**src/qjt_pkg.sv**
```systemverilog
// ----------------------------------------------------------------------------
// qjt_pkg
// Shared constants, types and tables of the quintic joint trajectory unit.
// ----------------------------------------------------------------------------
package qjt_pkg;

   // Joint count and field widths
   localparam int JOINT_COUNT = 7;
   localparam int JOINT_IDX_W = 3;
   localparam int ANGLE_W     = 32;
   localparam int DELTA_W     = 33;
   localparam int PERIOD_W    = 16;
   localparam int SF_W        = 17;
   localparam int TIME_W      = 32;
   localparam int FRAC_W      = 30;

   // Configuration port
   localparam int CSR_INDEX_W = 4;
   localparam int CSR_DATA_W  = 32;
   localparam logic [CSR_INDEX_W-1:0] CSR_SPEED_FACTOR = 4'd0;
   localparam logic [CSR_INDEX_W-1:0] CSR_GOAL_FIRST   = 4'd1;
   localparam logic [CSR_INDEX_W-1:0] CSR_GOAL_LAST    = 4'd7;

   // Shared multiplier: 64 x 32 bits in two 32 x 32 passes
   localparam int MUL_A_W = 64;
   localparam int MUL_B_W = 32;
   localparam int MUL_P_W = 96;

   // Shared divide / square root unit
   localparam int DIV_REM_W     = 36;
   localparam int DIV_DQ_W      = 96;
   localparam int DIV_DIVISOR_W = 34;
   localparam int DIV_CNT_W     = 7;
   localparam int ROOT_W        = 32;

   // Speed factor limits (Q1.16)
   localparam logic [SF_W-1:0] SF_ONE = 17'd65536;
   localparam logic [SF_W-1:0] SF_MIN = 17'd1;

   // Scale constants of the time bounds
   localparam logic [MUL_B_W-1:0] VEL_SCALE = 32'd150000000;
   localparam logic [MUL_B_W-1:0] ACC_K     = 32'd378372;
   localparam logic [MUL_B_W-1:0] ACC_SCALE = 32'd781250000;

   // Iteration counts: significant dividend bits of each division
   localparam logic [DIV_CNT_W-1:0] VEL_DIV_BITS = 7'd60;
   localparam logic [DIV_CNT_W-1:0] ACC_DIV_BITS = 7'd81;
   localparam logic [DIV_CNT_W-1:0] SQRT_STEPS   = 7'd32;
   localparam logic [DIV_CNT_W-1:0] TAU_BITS     = 7'd30;

   // Velocity limit per joint in tenths of rad/s
   function automatic logic [4:0] vmax_tenths(input logic [JOINT_IDX_W-1:0] joint);
      logic [4:0] v;
      v = (joint < 3'd4) ? 5'd20 : 5'd25;
      return v;
   endfunction

   typedef struct packed {
      logic               start;
      logic [MUL_A_W-1:0] a;
      logic [MUL_B_W-1:0] b;
   } qjt_mul_cmd_type;

   typedef struct packed {
      logic               done;
      logic [MUL_P_W-1:0] prod;
   } qjt_mul_rsp_type;

   typedef struct packed {
      logic                     start;
      logic                     sqrt_mode;
      logic [DIV_CNT_W-1:0]     count;
      logic [DIV_REM_W-1:0]     rem_init;
      logic [DIV_DIVISOR_W-1:0] divisor;
      logic [DIV_DQ_W-1:0]      dividend;
   } qjt_div_cmd_type;

   typedef struct packed {
      logic                done;
      logic [DIV_DQ_W-1:0] quot;
      logic [ROOT_W-1:0]   root;
   } qjt_div_rsp_type;

endpackage

```
**src/qjt_mul.sv**
```systemverilog
// ----------------------------------------------------------------------------
// qjt_mul
// Shared 64 x 32 bit unsigned multiplier built from one 32 x 32 multiplier
// used twice; the result is held until the next command.
// ----------------------------------------------------------------------------
module qjt_mul import qjt_pkg::*; (
   input  logic            clock,
   input  logic            reset,
   input  qjt_mul_cmd_type cmd,
   output qjt_mul_rsp_type rsp
);

   typedef enum logic [1:0] {M_IDLE, M_LO, M_HI, M_SUM} phase_type;

   phase_type          phase_ff, phase_in;
   logic               done_ff, done_in;
   logic [MUL_A_W-1:0] a_ff, a_in;
   logic [MUL_B_W-1:0] b_ff, b_in;
   logic [63:0]        lo_ff, lo_in;
   logic [63:0]        hi_ff, hi_in;
   logic [MUL_P_W-1:0] res_ff, res_in;
   logic [31:0]        mult_op;
   logic [63:0]        mult_p;

   // One 32 x 32 multiplier, low half of a first
   assign mult_op = (phase_ff == M_LO) ? a_ff[31:0] : a_ff[63:32];
   assign mult_p  = mult_op * b_ff;

   always_comb begin
      phase_in = phase_ff;
      done_in  = 1'b0;
      a_in     = a_ff;
      b_in     = b_ff;
      lo_in    = lo_ff;
      hi_in    = hi_ff;
      res_in   = res_ff;
      unique case (phase_ff)
         M_IDLE: begin
            if (cmd.start) begin
               a_in     = cmd.a;
               b_in     = cmd.b;
               phase_in = M_LO;
            end
         end
         M_LO: begin
            lo_in    = mult_p;
            phase_in = M_HI;
         end
         M_HI: begin
            hi_in    = mult_p;
            phase_in = M_SUM;
         end
         M_SUM: begin
            // combine partial products
            res_in   = {hi_ff, 32'b0} + {32'b0, lo_ff};
            done_in  = 1'b1;
            phase_in = M_IDLE;
         end
         default: phase_in = M_IDLE;
      endcase
   end

   always_ff @(posedge clock) begin
      a_ff   <= a_in;
      b_ff   <= b_in;
      lo_ff  <= lo_in;
      hi_ff  <= hi_in;
      res_ff <= res_in;
      if (reset) begin
         phase_ff <= M_IDLE;
         done_ff  <= 1'b0;
      end else begin
         phase_ff <= phase_in;
         done_ff  <= done_in;
      end
   end

   assign rsp.done = done_ff;
   assign rsp.prod = res_ff;

endmodule

```
**config.mk**
```make
export PLATFORM = sky130hd
export DESIGN_NAME = qjt_mul
export DESIGN_NICKNAME = d
export VERILOG_FILES = /design/src/qjt_pkg.sv /design/src/qjt_mul.sv
export SDC_FILE = /design/constraint.sdc
export NUM_CORES = 2
export LEC_CHECK = 0
export BUFFER_PORTS_ARGS = -buffer_cell sky130_fd_sc_hd__buf_2
export CAP_MARGIN = 5
export CORE_MARGIN = 3
export CORE_UTILIZATION = 45
export DETAILED_ROUTE_END_ITERATION = 12
export SYNTH_ARGS = -nofsm -noshare
export SYNTH_HDL_FRONTEND = slang
export SYNTH_SLANG_ARGS = --single-unit
```
**constraint.sdc**
```tcl
create_clock -name clock -period 13.7 [get_ports clock]
set_input_delay 0 -clock clock [delete_from_list [all_inputs] [get_ports clock]]
set_output_delay 0 -clock clock [all_outputs]
set_load 0.01 [all_outputs]
```
==> summary.txt <==
Clocking
  – Post-CTS Hold Buffers: 99
  – Clock sink count: about 320
  – Htree depth: 2
  – CTS resizes: 0
  – Longest Clk Path Bufs: 3
  – Clock-pin slew on the worst setup and hold paths: 0.06 ns
  – CTS root buf: clkbuf_16
  – Post-CTS setup buffers: 0
  – Clock Latency Late Sink: 0.64 ns
  – CTS tree: built
  – CTS Buf Count: 38

Min path
  – Hold Crit Endpoint: a_ff[28]
  – Min-delay src: cmd[60]
  – Hold Crit Class: primary input to flip-flop
  – Hold path depth: 2

Logic synthesis
  – Synth warn: 0
  – Synthesized cell area: approximately 46,000 µm²
  – Post-synth ARST share: 0
  – Synth cell count leaders: 918 x inv_1, 897 x fa_1, 567 x and2_1
  – Yosys top cell area share: 0.391
  – Most frequent cell after synthesis: inv_1
  – Area contributors post-synth: fa_1 39%, edfxtp_1 21%, ha_1 8.2%, and2_1 7.7%, inv_1 7.5%
  – Flops & latches, synth: 323
  – Commonest register cell after synthesis: edfxtp_1
  – Sequential area share after synthesis: 0.211
  – EDFF count, synth: 320
  – Yosys top cell by area: fa_1
  – Mapped Avg Cell Area: approximately 10 µm²
  – Synth cell types: 83
  – Cells after synthesis: 4,427
  – Syn Nets: 5,723

Placed design
  – Post-DP HPWL: 92,700 µm
  – IO buf count: 195
  – GPL Wtd Cong: 0.904

Drt
  – # DRC: 0
  – Via Count: 31,100
  – Routed Antenna Nets: 0
  – Via density per instance: 5.21
  – Routed WL: approximately 130,000 µm
  – Drt first pass iters: 5
  – Routed WL per cell: 21.4 µm
  – Initial drt markers: 2,306

GRT
  – Initial antenna violation count: 2
  – First-pass GRT wire length: between 150,000 and 200,000 µm
  – Largest net degree at the start of global routing: 73
  – Number of global-route vias before repair: 33,000
  – Total GRT Usage: 0.245
  – Total grt overflow: 0

Critical path
  – Worst setup EP type: flip-flop
  – Critical Path Source: phase_ff[1]
  – R2R Path End: hi_ff[59]
  – Slowest cell delay on critical path: slightly above 0.8 ns
  – Crit Path Max Fanout: 65
  – Worst Path Required: 14.07 ns
  – R2R setup slack: approximately 4.4 ns
  – Cell mode on critical path: fa_1
  – Critical path arrival: between 9 and 10 ns
  – RR Startpoint: phase_ff[1]
  – CP top delay family: adder cells
  – Crit path kind: flip-flop to flip-flop
  – Slowest cell on the critical path: mux2_2
  – CP Launch Type: flip-flop
  – Worst r2r path cells: 28
  – Worst path bufs/invs: 7

Timing
  – Min Tclk post-route: between 9 and 10 ns
  – Max-Slew Margin vs Limit: 0.278
  – Final setup vio count: 0
  – Worst Tran Pin Value: around 1.1 ns
  – Fin Clk Skew: 0.0439 ns
  – Slew Limit Fails: 0
  – TNS Setup: 0 ns
  – Fin crit share: 0.678
  – Final Hold Fails: 0
  – Highest Clock Rate: 0.108 GHz
  – RSZ-0062 raised after global routing: no

Finish
  – Ant diodes: 0
  – Share of cells above drive strength 1: 0.0826
  – Area Growth Syn to Fin: 9.84%
  – Nets: between 5,000 and 6,000

Floorplan
  – Row cnt: 116
  – IO Pins: about 200
  – Die Y: 325 µm
  – Core box area: 101,000 µm²
  – Die ar.: 106,000 µm²
  – Die X: 325 µm
  – Starting Density: 0.456

Run status
  – Status: finished clean

Flow run
  – Max-capacitance violation count: 0
## cells in the final DEF (no fill, tap or decap), types with 14 or more instances in the layout
master / n
a21oi_1: 99
clkbuf_16: 38
buf_2: 195
o21ai_0: 41
nor2_1: 52
inv_1: 918
edfxtp_1: 320
ha_1: 297
dlygate4sd3_1: 99
nand4_1: 24
fa_1: 897
nand2_1: 539
and2_1: 566
nand3_1: 28
mux2_2: 32
nor3_1: 17
a21o_1: 56
buf_4: 52
xor2_1: 46
o21ai_1: 14
xnor2_1: 78
## through the flow
stage               cell area (µm²)  setup slack [ns]  instances  hold slack, ns   util
finish                        50400              4.41       5970          0.0750  0.501
global route                  50400              3.83       5970          0.0613  0.501
CTS                           50400              4.35       5970          0.0149  0.501
detailed placement            48100              4.36       5802           0.178  0.477
global placement              48100              4.46       5802           0.176  0.477
floorplan                     45900              4.01       4427          0.0716      -
## registers in the layout (all words and copies together), names as in the netlist
register  cells
phase_ff      2
hi_ff        64
done_ff       1
res_ff       96
b_ff         32
a_ff         64
lo_ff        64
## cell families after synthesis
logic type | count (synthesis) | synth area share
XOR/XNOR | 124 | 0.0236
buffers and inverters | 1147 | 0.0954
AND/OR/NAND/NOR | 1287 | 0.143
flip-flops | 323 | 0.211
adder cells (fa/ha/maj) | 1197 | 0.473
AO/OA/AOI/OAI | 316 | 0.0464
multiplexers | 33 | 0.00806
## final cells by class
type	instances	area [µm²]
well taps	1357	1700
repair buffers	346	2360
fillers	9338	50300
inverters	918	3450
clock buffers	44	973
clock inverters	25	393
flip-flops and latches	323	9670
multi-input cells	2957	31900
## how the worst max path moves through the flow
| stage | endpoint | slack, ns | cells past startpoint |
|---|---|---|---|
| after floorplan | hi_ff[60] | 4.01 | 29 |
| after global placement | hi_ff[62] | 4.46 | 27 |
| after detailed placement | hi_ff[59] | 4.36 | 28 |
| after CTS | lo_ff[62] | 4.35 | 27 |
| after global routing | lo_ff[59] | 3.83 | 28 |
| final | hi_ff[59] | 4.41 | 28 |
## layer usage
metal,track usage,part of all wire,up-vias
li1,-,-,13700
met1,0.354,0.45,16100
met2,0.388,0.45,1143
met3,0.0422,0.076,169
met4,0.0589,0.023,0
met5,0,0,-
Power is not shown: default switching activity piles up to over one toggle a cycle in this logic, so the estimate is an artifact.
