<file path="src/qjt_pkg.sv">
// ----------------------------------------------------------------------------
// qjt_pkg
// Shared constants, types and tables of the quintic joint trajectory unit.
// ----------------------------------------------------------------------------
package qjt_pkg;

   // Joint count and field widths
   localparam int JOINT_COUNT = 7;
   localparam int JOINT_IDX_W = 3;
   localparam int ANGLE_W     = 32;
   localparam int DELTA_W     = 33;
   localparam int PERIOD_W    = 16;
   localparam int SF_W        = 17;
   localparam int TIME_W      = 32;
   localparam int FRAC_W      = 30;

   // Configuration port
   localparam int CSR_INDEX_W = 4;
   localparam int CSR_DATA_W  = 32;
   localparam logic [CSR_INDEX_W-1:0] CSR_SPEED_FACTOR = 4'd0;
   localparam logic [CSR_INDEX_W-1:0] CSR_GOAL_FIRST   = 4'd1;
   localparam logic [CSR_INDEX_W-1:0] CSR_GOAL_LAST    = 4'd7;

   // Shared multiplier: 64 x 32 bits in two 32 x 32 passes
   localparam int MUL_A_W = 64;
   localparam int MUL_B_W = 32;
   localparam int MUL_P_W = 96;

   // Shared divide / square root unit
   localparam int DIV_REM_W     = 36;
   localparam int DIV_DQ_W      = 96;
   localparam int DIV_DIVISOR_W = 34;
   localparam int DIV_CNT_W     = 7;
   localparam int ROOT_W        = 32;

   // Speed factor limits (Q1.16)
   localparam logic [SF_W-1:0] SF_ONE = 17'd65536;
   localparam logic [SF_W-1:0] SF_MIN = 17'd1;

   // Scale constants of the time bounds
   localparam logic [MUL_B_W-1:0] VEL_SCALE = 32'd150000000;
   localparam logic [MUL_B_W-1:0] ACC_K     = 32'd378372;
   localparam logic [MUL_B_W-1:0] ACC_SCALE = 32'd781250000;

   // Iteration counts: significant dividend bits of each division
   localparam logic [DIV_CNT_W-1:0] VEL_DIV_BITS = 7'd60;
   localparam logic [DIV_CNT_W-1:0] ACC_DIV_BITS = 7'd81;
   localparam logic [DIV_CNT_W-1:0] SQRT_STEPS   = 7'd32;
   localparam logic [DIV_CNT_W-1:0] TAU_BITS     = 7'd30;

   // Velocity limit per joint in tenths of rad/s
   function automatic logic [4:0] vmax_tenths(input logic [JOINT_IDX_W-1:0] joint);
      logic [4:0] v;
      v = (joint < 3'd4) ? 5'd20 : 5'd25;
      return v;
   endfunction

   typedef struct packed {
      logic               start;
      logic [MUL_A_W-1:0] a;
      logic [MUL_B_W-1:0] b;
   } qjt_mul_cmd_type;

   typedef struct packed {
      logic               done;
      logic [MUL_P_W-1:0] prod;
   } qjt_mul_rsp_type;

   typedef struct packed {
      logic                     start;
      logic                     sqrt_mode;
      logic [DIV_CNT_W-1:0]     count;
      logic [DIV_REM_W-1:0]     rem_init;
      logic [DIV_DIVISOR_W-1:0] divisor;
      logic [DIV_DQ_W-1:0]      dividend;
   } qjt_div_cmd_type;

   typedef struct packed {
      logic                done;
      logic [DIV_DQ_W-1:0] quot;
      logic [ROOT_W-1:0]   root;
   } qjt_div_rsp_type;

endpackage

</file>
<file path="src/qjt_divsqrt.sv">
// ----------------------------------------------------------------------------
// qjt_divsqrt
// Shared restoring divider and digit-by-digit square root, one quotient or
// root bit per cycle, sharing one compare and subtract.
// ----------------------------------------------------------------------------
module qjt_divsqrt import qjt_pkg::*; (
   input  logic            clock,
   input  logic            reset,
   input  qjt_div_cmd_type cmd,
   output qjt_div_rsp_type rsp
);

   logic                     busy_ff, busy_in;
   logic                     done_ff, done_in;
   logic                     sqrt_ff, sqrt_in;
   logic [DIV_CNT_W-1:0]     cnt_ff, cnt_in;
   logic [DIV_REM_W-1:0]     rem_ff, rem_in;
   logic [DIV_DQ_W-1:0]      dq_ff, dq_in;
   logic [ROOT_W-1:0]        root_ff, root_in;
   logic [DIV_DIVISOR_W-1:0] divisor_ff, divisor_in;
   logic [DIV_REM_W-1:0]     trial_x;
   logic [DIV_REM_W-1:0]     trial_y;
   logic [DIV_REM_W-1:0]     trial_diff;
   logic                     trial_ge;

   // Shared trial subtract: divisor, or 4*root+1 for the square root
   always_comb begin
      if (sqrt_ff) begin
         trial_x = {rem_ff[DIV_REM_W-3:0], dq_ff[DIV_DQ_W-1 -: 2]};
         trial_y = {2'b0, root_ff, 2'b01};
      end else begin
         trial_x = {rem_ff[DIV_REM_W-2:0], dq_ff[DIV_DQ_W-1]};
         trial_y = {{(DIV_REM_W-DIV_DIVISOR_W){1'b0}}, divisor_ff};
      end
      trial_ge   = (trial_x >= trial_y);
      trial_diff = trial_x - trial_y;
   end

   always_comb begin
      busy_in    = busy_ff;
      done_in    = 1'b0;
      sqrt_in    = sqrt_ff;
      cnt_in     = cnt_ff;
      rem_in     = rem_ff;
      dq_in      = dq_ff;
      root_in    = root_ff;
      divisor_in = divisor_ff;
      if (busy_ff) begin
         // advance one bit
         rem_in  = trial_ge ? trial_diff : trial_x;
         root_in = {root_ff[ROOT_W-2:0], trial_ge};
         if (sqrt_ff) begin
            dq_in = {dq_ff[DIV_DQ_W-3:0], 2'b0};
         end else begin
            dq_in = {dq_ff[DIV_DQ_W-2:0], trial_ge};
         end
         cnt_in = cnt_ff - 1'b1;
         if (cnt_ff == 7'd1) begin
            busy_in = 1'b0;
            done_in = 1'b1;
         end
      end else if (cmd.start) begin
         busy_in    = 1'b1;
         sqrt_in    = cmd.sqrt_mode;
         cnt_in     = cmd.count;
         rem_in     = cmd.rem_init;
         dq_in      = cmd.dividend;
         root_in    = '0;
         divisor_in = cmd.divisor;
      end
   end

   always_ff @(posedge clock) begin
      sqrt_ff    <= sqrt_in;
      cnt_ff     <= cnt_in;
      rem_ff     <= rem_in;
      dq_ff      <= dq_in;
      root_ff    <= root_in;
      divisor_ff <= divisor_in;
      if (reset) begin
         busy_ff <= 1'b0;
         done_ff <= 1'b0;
      end else begin
         busy_ff <= busy_in;
         done_ff <= done_in;
      end
   end

   assign rsp.done = done_ff;
   assign rsp.quot = dq_ff;
   assign rsp.root = root_ff;

endmodule

</file>
<file path="config.mk">
export PLATFORM = sky130hd
export DESIGN_NAME = qjt_divsqrt
export DESIGN_NICKNAME = d
export VERILOG_FILES = /design/src/qjt_pkg.sv /design/src/qjt_divsqrt.sv
export SDC_FILE = /design/constraint.sdc
export NUM_CORES = 1
export LEC_CHECK = 0
export ABC_AREA = 1
export BUFFER_PORTS_ARGS = -buffer_cell sky130_fd_sc_hd__buf_2
export CORE_MARGIN = 5
export CORE_UTILIZATION = 30
export DETAILED_ROUTE_END_ITERATION = 8
export PLACE_DENSITY = 0.59
export RECOVER_POWER = 50
export SYNTH_ARGS = -nofsm -noshare
export SYNTH_HDL_FRONTEND = slang
export SYNTH_SLANG_ARGS = --single-unit
</file>
<file path="constraint.sdc">
create_clock -name clock -period 5.2 [get_ports clock]
set_input_delay 1.04 -clock clock [delete_from_list [all_inputs] [get_ports clock]]
set_output_delay 1.04 -clock clock [all_outputs]
set_load 0.05 [all_outputs]
</file>
==> results.yml, run 1 <==
cells_and_area:
  nFillCells: 4634
  layout_common_cells: "525 x nand2_1, 228 x o21ai_0, 207 x inv_1"
  area_delta_synth_final_pct: 20.8
  drive_gt1_frac: 0.148
  nets: 2161
  final_common_cell: "nand2_1"
  finalInstanceArea_um2: 15900
setup_path:
  path_cells: "buf_12 > mux2i_1 > ha_1 > inv_1 > fa_1 > nand3_1 > nand2_1 > nand3_1 > nand4_4 > nand2_1 > nand2_1 > nand2_1 > nand2_1"
  reg2reg_slack_ns: 1.13
  r2r-start: "sqrt_ff$_DFFE_PP_"
  path_class: "reg2reg"
  arrival_ns: 4.38
  cp-start-kind: "flip-flop"
  timing.rr.end: "rem_ff[33]$_DFFE_PP_"
  slowest_stage: "nand4_4"
  critPathLaunch: "sqrt_ff$_DFFE_PP_"
  cpPeakStageDelay_ns: 0.48
  ff2ff_path_depth: 13
  crit_end: "rem_ff[33]$_DFFE_PP_"
  worstPathRequired_ns: 5.51
  crit_path_end_kind: "flip-flop"
  cp_max_fo: 165
  cp_common_cell: "nand2_1"
floorplanning:
  initial_core_util: 0.305
  die_area_um2: 48300
  fp.coreArea_um2: 43300
  fp-row-count: 76
  die_w_um: 220
  io_pins: 306
  fp.dieH_um: 220
sta:
  setup_tns_ns: 0
  period_share: 0.783
  rsz0062_at_grt: "false"
  drv_slew: 181
  skew_ns: 0.0133
  worst_slew_pin_slew_ns: 2.09
  worst_slack_ns: 1.13
  relSlewSlack: -0.396
  setup_viol: 0
  fin_crit_ns: 4.07
  finalHoldViolations: 0
  fmax_ghz: 0.246
run_status:
  violations: "max-capacitance violations, max-slew violations"
  status: "finished with violations"
power_and_ir_drop:
  powerDensity_nw_per_um2: 384
  peakVddDrop_mv: 0.250
  leakage_nw: 7.40
  total_power_mw: 6.13
drt:
  vias: 12000
  drt_pass1_iterations: 5
  wire_per_inst_um: 15.8
  vias_per_cell: 4.67
  routed_wl_um: 40400
  drt-initial-drc-count: 866
  post-route-drc-count: 0
  ant_nets: 0
yosys:
  synthSimpleGateAreaFrac: 0.268
  synth_fa_ha_area_frac: 0.0356
  synthCells: 1681
  synth_top_family_by_area: "simple AND/OR/NAND/NOR gates"
  synth_warnings: 0
  syn_area_um2: 13200
  synth_cell_type_count: 39
  synth-seq-area-share: 0.469
  syn_nets: 1895
  synth-xor-area-share: 0.0153
  synthMuxAreaShare: 0.0250
  ys_ff_latch: 207
  synth_compound_area_frac: 0.0993
  synth.avg_cell_area_um2: 7.85
grt:
  antenna_found_initial: 10
  grt_max_degree: 166
  grt_pass1_vias: 11600
  grt_use_total: 0.157
  grt_overflow_total: 0
  grt_pass1_wl_um: 62100
clocking:
  ctsResizeCount: 0
  cts_inserted_buffers: 27
  clk_path_buf_depth: 3
  cts_root_buf: "clkbuf_16"
  cts_max_level: 1
  clock_latency_ns: 0.56
  clk_pin_slew_ns: 0.06
  cts_tree: "built"
  postCtsSetupBuffers: 0
  holdBufCountCts: 0
  clkSinkCount: 207
placed_design:
  dp_hpwl_um: 28900
  port_buffers: 304
  placed_cell_area_um2: 15200
  gp_congestion: 0.906
  pre_cts_ws_ns: 1.16
worst_hold_path:
  hp-class: "reg2reg"
flow_run:
  maxCapViolCount: 3
==> critical path: cells and delay by family, from the launching register on <==
family	cells	cell delay [ns]
AND/OR/NAND/NOR	8	1.57
adder cells (fa/ha/maj)	2	0.68
buffers and inverters	2	0.45
flip-flops	1	0.41
multiplexers	1	0.38
==> synthesized netlist by cell type, drive strengths merged <==
master	instances	area, um2
clkbuf	49	184
nor2	152	601
xor2	3	26.3
edfxtp	205	6160
xnor2	20	175
nor4	2	12.5
or2	34	213
ha	36	450
and2	3	18.8
o21bai	2	15.0
a21oi	24	124
o21a	1	7.51
a31oi	1	6.26
fa	1	20.0
nand3b	10	75.1
o211ai	1	7.51
nand2	529	1990
nand3	93	543
dfxtp	2	40.0
mux2i	33	330
inv	210	788
o21ai	230	1150
nor3	9	45.0
buf	27	180
nand4	4	40.0
==> logic make-up after synthesis <==
family / Yosys count
flip-flops: 207
XOR/XNOR: 23
adder cells (fa/ha/maj): 37
AO/OA/AOI/OAI: 259
multiplexers: 33
buffers and inverters: 286
AND/OR/NAND/NOR: 836
==> metrics by stage <==
step / instances / utilization / hold slack [ns]
2_1_floorplan: 1681 / - / 0.544
3_3_place_gp: 2503 / 0.351 / 0.539
3_5_place_dp: 2503 / 0.351 / 0.554
4_1_cts: 2552 / 0.372 / 0.560
5_1_grt: 2558 / 0.368 / 0.605
6_report: 2559 / 0.369 / 0.558
==> power by group <==
group          switching (mW)  internal (mW)  total, mW
logic                    1.44          0.583       2.02
registers               0.125           2.09       2.21
clock network           0.750           1.15       1.90
==> final cells by class <==
type	count	area [um2]	area share
diodes	7	17.5	0.00110
clock buffers	35	736	0.0461
clock inverters	14	164	0.0103
multi-input cells	1188	5870	0.368
flip-flops and latches	207	6200	0.389
well taps	585	732	0.0459
repair buffers	313	1440	0.0901
inverters	210	792	0.0497
==> metal layers <==
layer | wire [um] | GRT usage
met2 | 18700 | 0.253
met4 | 1020 | 0.0478
met1 | 18400 | 0.218
met3 | 2300 | 0.0250
met5 | 11 | 0
==> worst min path at each step <==
stage                              startpoint                         to  slack, ns  cells after the start
floorplan                 cnt_ff[6]$_DFFE_PP_         done_ff$_SDFF_PP0_       0.54                      3
global placement    root_ff[27]$_SDFFCE_PN0P_  root_ff[28]$_SDFFCE_PN0P_       0.54                      2
detailed placement  root_ff[28]$_SDFFCE_PN0P_  root_ff[29]$_SDFFCE_PN0P_       0.55                      2
CTS                 root_ff[28]$_SDFFCE_PN0P_  root_ff[29]$_SDFFCE_PN0P_       0.56                      2
global route        root_ff[12]$_SDFFCE_PN0P_  root_ff[13]$_SDFFCE_PN0P_       0.61                      2
finish              root_ff[28]$_SDFFCE_PN0P_  root_ff[29]$_SDFFCE_PN0P_       0.56                      2
==> state kept, by name, summed over array words and instances (netlist names) <==
name,flops
dq_ff,96
rem_ff,35
divisor_ff,34
root_ff,32
cnt_ff,7
busy_ff,1
done_ff,1
sqrt_ff,1
Power figures use the tool's default switching activity.
==> run 2: changes to the inputs <==
PLACE_DENSITY = 0.58   (was 0.59)
clock period = 3.9 ns   (was 5.2 ns; I/O delays follow)
==> run 2 against run 1 <==
Net effect: the run still ends with max-capacitance violations, max-slew violations left; sequential power rose by 34%; die area did not move; largest power group unchanged; combinational power rose by 33%; count of clock-buffer cells in the layout fell by 1; global-route usage rose by 0.25 points; register-to-register slack got worse by 0.77 ns; via count rose by 0.19%; first-iteration DRC count rose by 8.8%; final area fell by 0.45%.
==> results.yml, run 2 (synthesized netlist as in run 1, its figures left out) <==
drt:
  wire_per_inst_um: 16.2
  vias: 12000
  routed_wl_um: 41300
  drt-initial-drc-count: 942
  post-route-drc-count: 0
  drt_pass1_iterations: 5
  vias_per_cell: 4.68
  ant_nets: 0
cells_and_area:
  nFillCells: 4564
  area_delta_synth_final_pct: 20.2
  largest_register: "dq_ff"
  post-route-util: 0.367
  layout_common_cells: "526 x nand2_1, 222 x o21ai_0, 207 x inv_1"
  drive_gt1_frac: 0.143
  largest_reg_flops: 96
  final_common_cell: "nand2_1"
  top_regs: "dq_ff x96, rem_ff x35, divisor_ff x34"
  nets: 2163
clocking:
  clkSinkCount: 207
  cts_root_buf: "clkbuf_16"
  clk_pin_slew_ns: 0.06
  clk_path_buf_depth: 3
  clock_latency_ns: 0.54
  cts_inserted_buffers: 26
  cts_max_level: 1
  cts_tree: "built"
grt:
  grt_overflow_total: 0
  antenna_found_initial: 7
  grt_pass1_vias: 11500
  grt_use_total: 0.160
  grt_pass1_wl_um: 62900
  grt_max_degree: 99
placed_design:
  port_buffers: 304
  gp_congestion: 0.902
  dp_hpwl_um: 29400
setup_path:
  path_class: "reg2reg"
  cp_max_fo: 81
  cp-start-kind: "flip-flop"
  arrival_ns: 3.83
  worstPathRequired_ns: 4.18
  crit_path_end_kind: "flip-flop"
floorplanning:
  initial_core_util: 0.305
  die_w_um: 220
  fp.coreArea_um2: 43300
  fp.dieH_um: 220
  die_area_um2: 48300
  io_pins: 306
  fp-row-count: 76
sta:
  fin_crit_ns: 3.55
  drv_slew: 73
  fmax_ghz: 0.282
  relSlewSlack: -0.164
  setup_tns_ns: 0
  rsz0062_at_grt: "false"
  finalHoldViolations: 0
  setup_viol: 0
  skew_ns: 0.0110
  worst_slew_pin_slew_ns: 1.75
  period_share: 0.909
power_and_ir_drop:
  peakVddDrop_mv: 0.310
  powerDensity_nw_per_um2: 502
  leakage_nw: 7.35
  switchingPower_mw: 3.06
  clkPwrFrac: 0.289
  comb_power_share: 0.337
  p_int_mw: 4.90
  p_seq_frac: 0.373
  swShare: 0.385
worst_hold_path:
  hp-class: "in2reg"
run_status:
  status: "finished with violations"
  violations: "max-capacitance violations, max-slew violations"
flow_run:
  maxCapViolCount: 1
-- run 2: worst max-delay path, stage by stage, from the launching register on --
cell and delay, ns:
edfxtp_1 0.44, buf_12 0.34, mux2i_1 0.35, ha_1 0.20, inv_1 0.08, fa_1 0.48
nand3_1 0.15, nand2_1 0.14, nand2_1 0.11, nand3_2 0.20, nand3_4 0.34, nand3_1 0.12
nand3_1 0.11, nand2_1 0.08
-- run 2: timing repair --
item,CTS,global route
resized for setup,0,2
setup endpoints to repair,0,34
hold endpoints to repair,0,0
setup buffers,0,0
hold buffers,0,0
-- run 2: metrics by stage --
| step | total power, mW | instances | hold slack, ns | setup slack [ns] | cell area [um2] |
|---|---|---|---|---|---|
| finish | 7.96 | 2557 | 0.406 | 0.355 | 15900 |
| global route | 8.48 | 2556 | 0.381 | 0.127 | 15900 |
| CTS | 8.10 | 2552 | 0.369 | 0.228 | 16100 |
| detailed placement | 5.74 | 2505 | 0.550 | 0.254 | 15300 |
| global placement | 5.73 | 2505 | 0.545 | 0.287 | 15300 |
| floorplan | 5.01 | 1681 | 0.544 | 0.516 | 13200 |
-- run 2: layout make-up --
type / count / area [um2] / share of cell area
antenna: 4 / 10.0 / 0.000631
tap: 585 / 732 / 0.0461
timing repair buffer: 315 / 1460 / 0.0921
clock buffer: 34 / 702 / 0.0442
inverter: 210 / 793 / 0.0500
clock inverter: 13 / 103 / 0.00646
multi-input combinational: 1189 / 5870 / 0.370
sequential: 207 / 6200 / 0.390
-- run 2: path summary, 6_finish.rpt --
path / from / end / slack, ns / cells past startpoint
min reg2reg: root_ff[25]$_SDFFCE_PN0P_ / root_ff[26]$_SDFFCE_PN0P_ / 0.56 / 2
max: sqrt_ff$_DFFE_PP_ / rem_ff[26]$_DFFE_PP_ / 0.35 / 13
min: reset / busy_ff$_SDFF_PP0_ / 0.41 / 2
max reg2reg: sqrt_ff$_DFFE_PP_ / rem_ff[26]$_DFFE_PP_ / 0.35 / 13
-- run 2: per-layer routing --
layer,global-route usage,vias up,share of wire
met4,0.0439,4,0.026
met5,0,-,0.00034
met1,0.225,5541,0.46
li1,-,6016,-
met2,0.259,352,0.46
met3,0.0221,62,0.055
-- run 2: power by group through the flow --
stage	sequential (mW)	clock, mW	combinational (mW)
floorplan	3.48	0	1.53
global placement	3.00	0	2.73
detailed placement	3.01	0	2.73
CTS	2.96	2.39	2.75
global route	3.01	2.47	3.00
finish	2.97	2.31	2.68
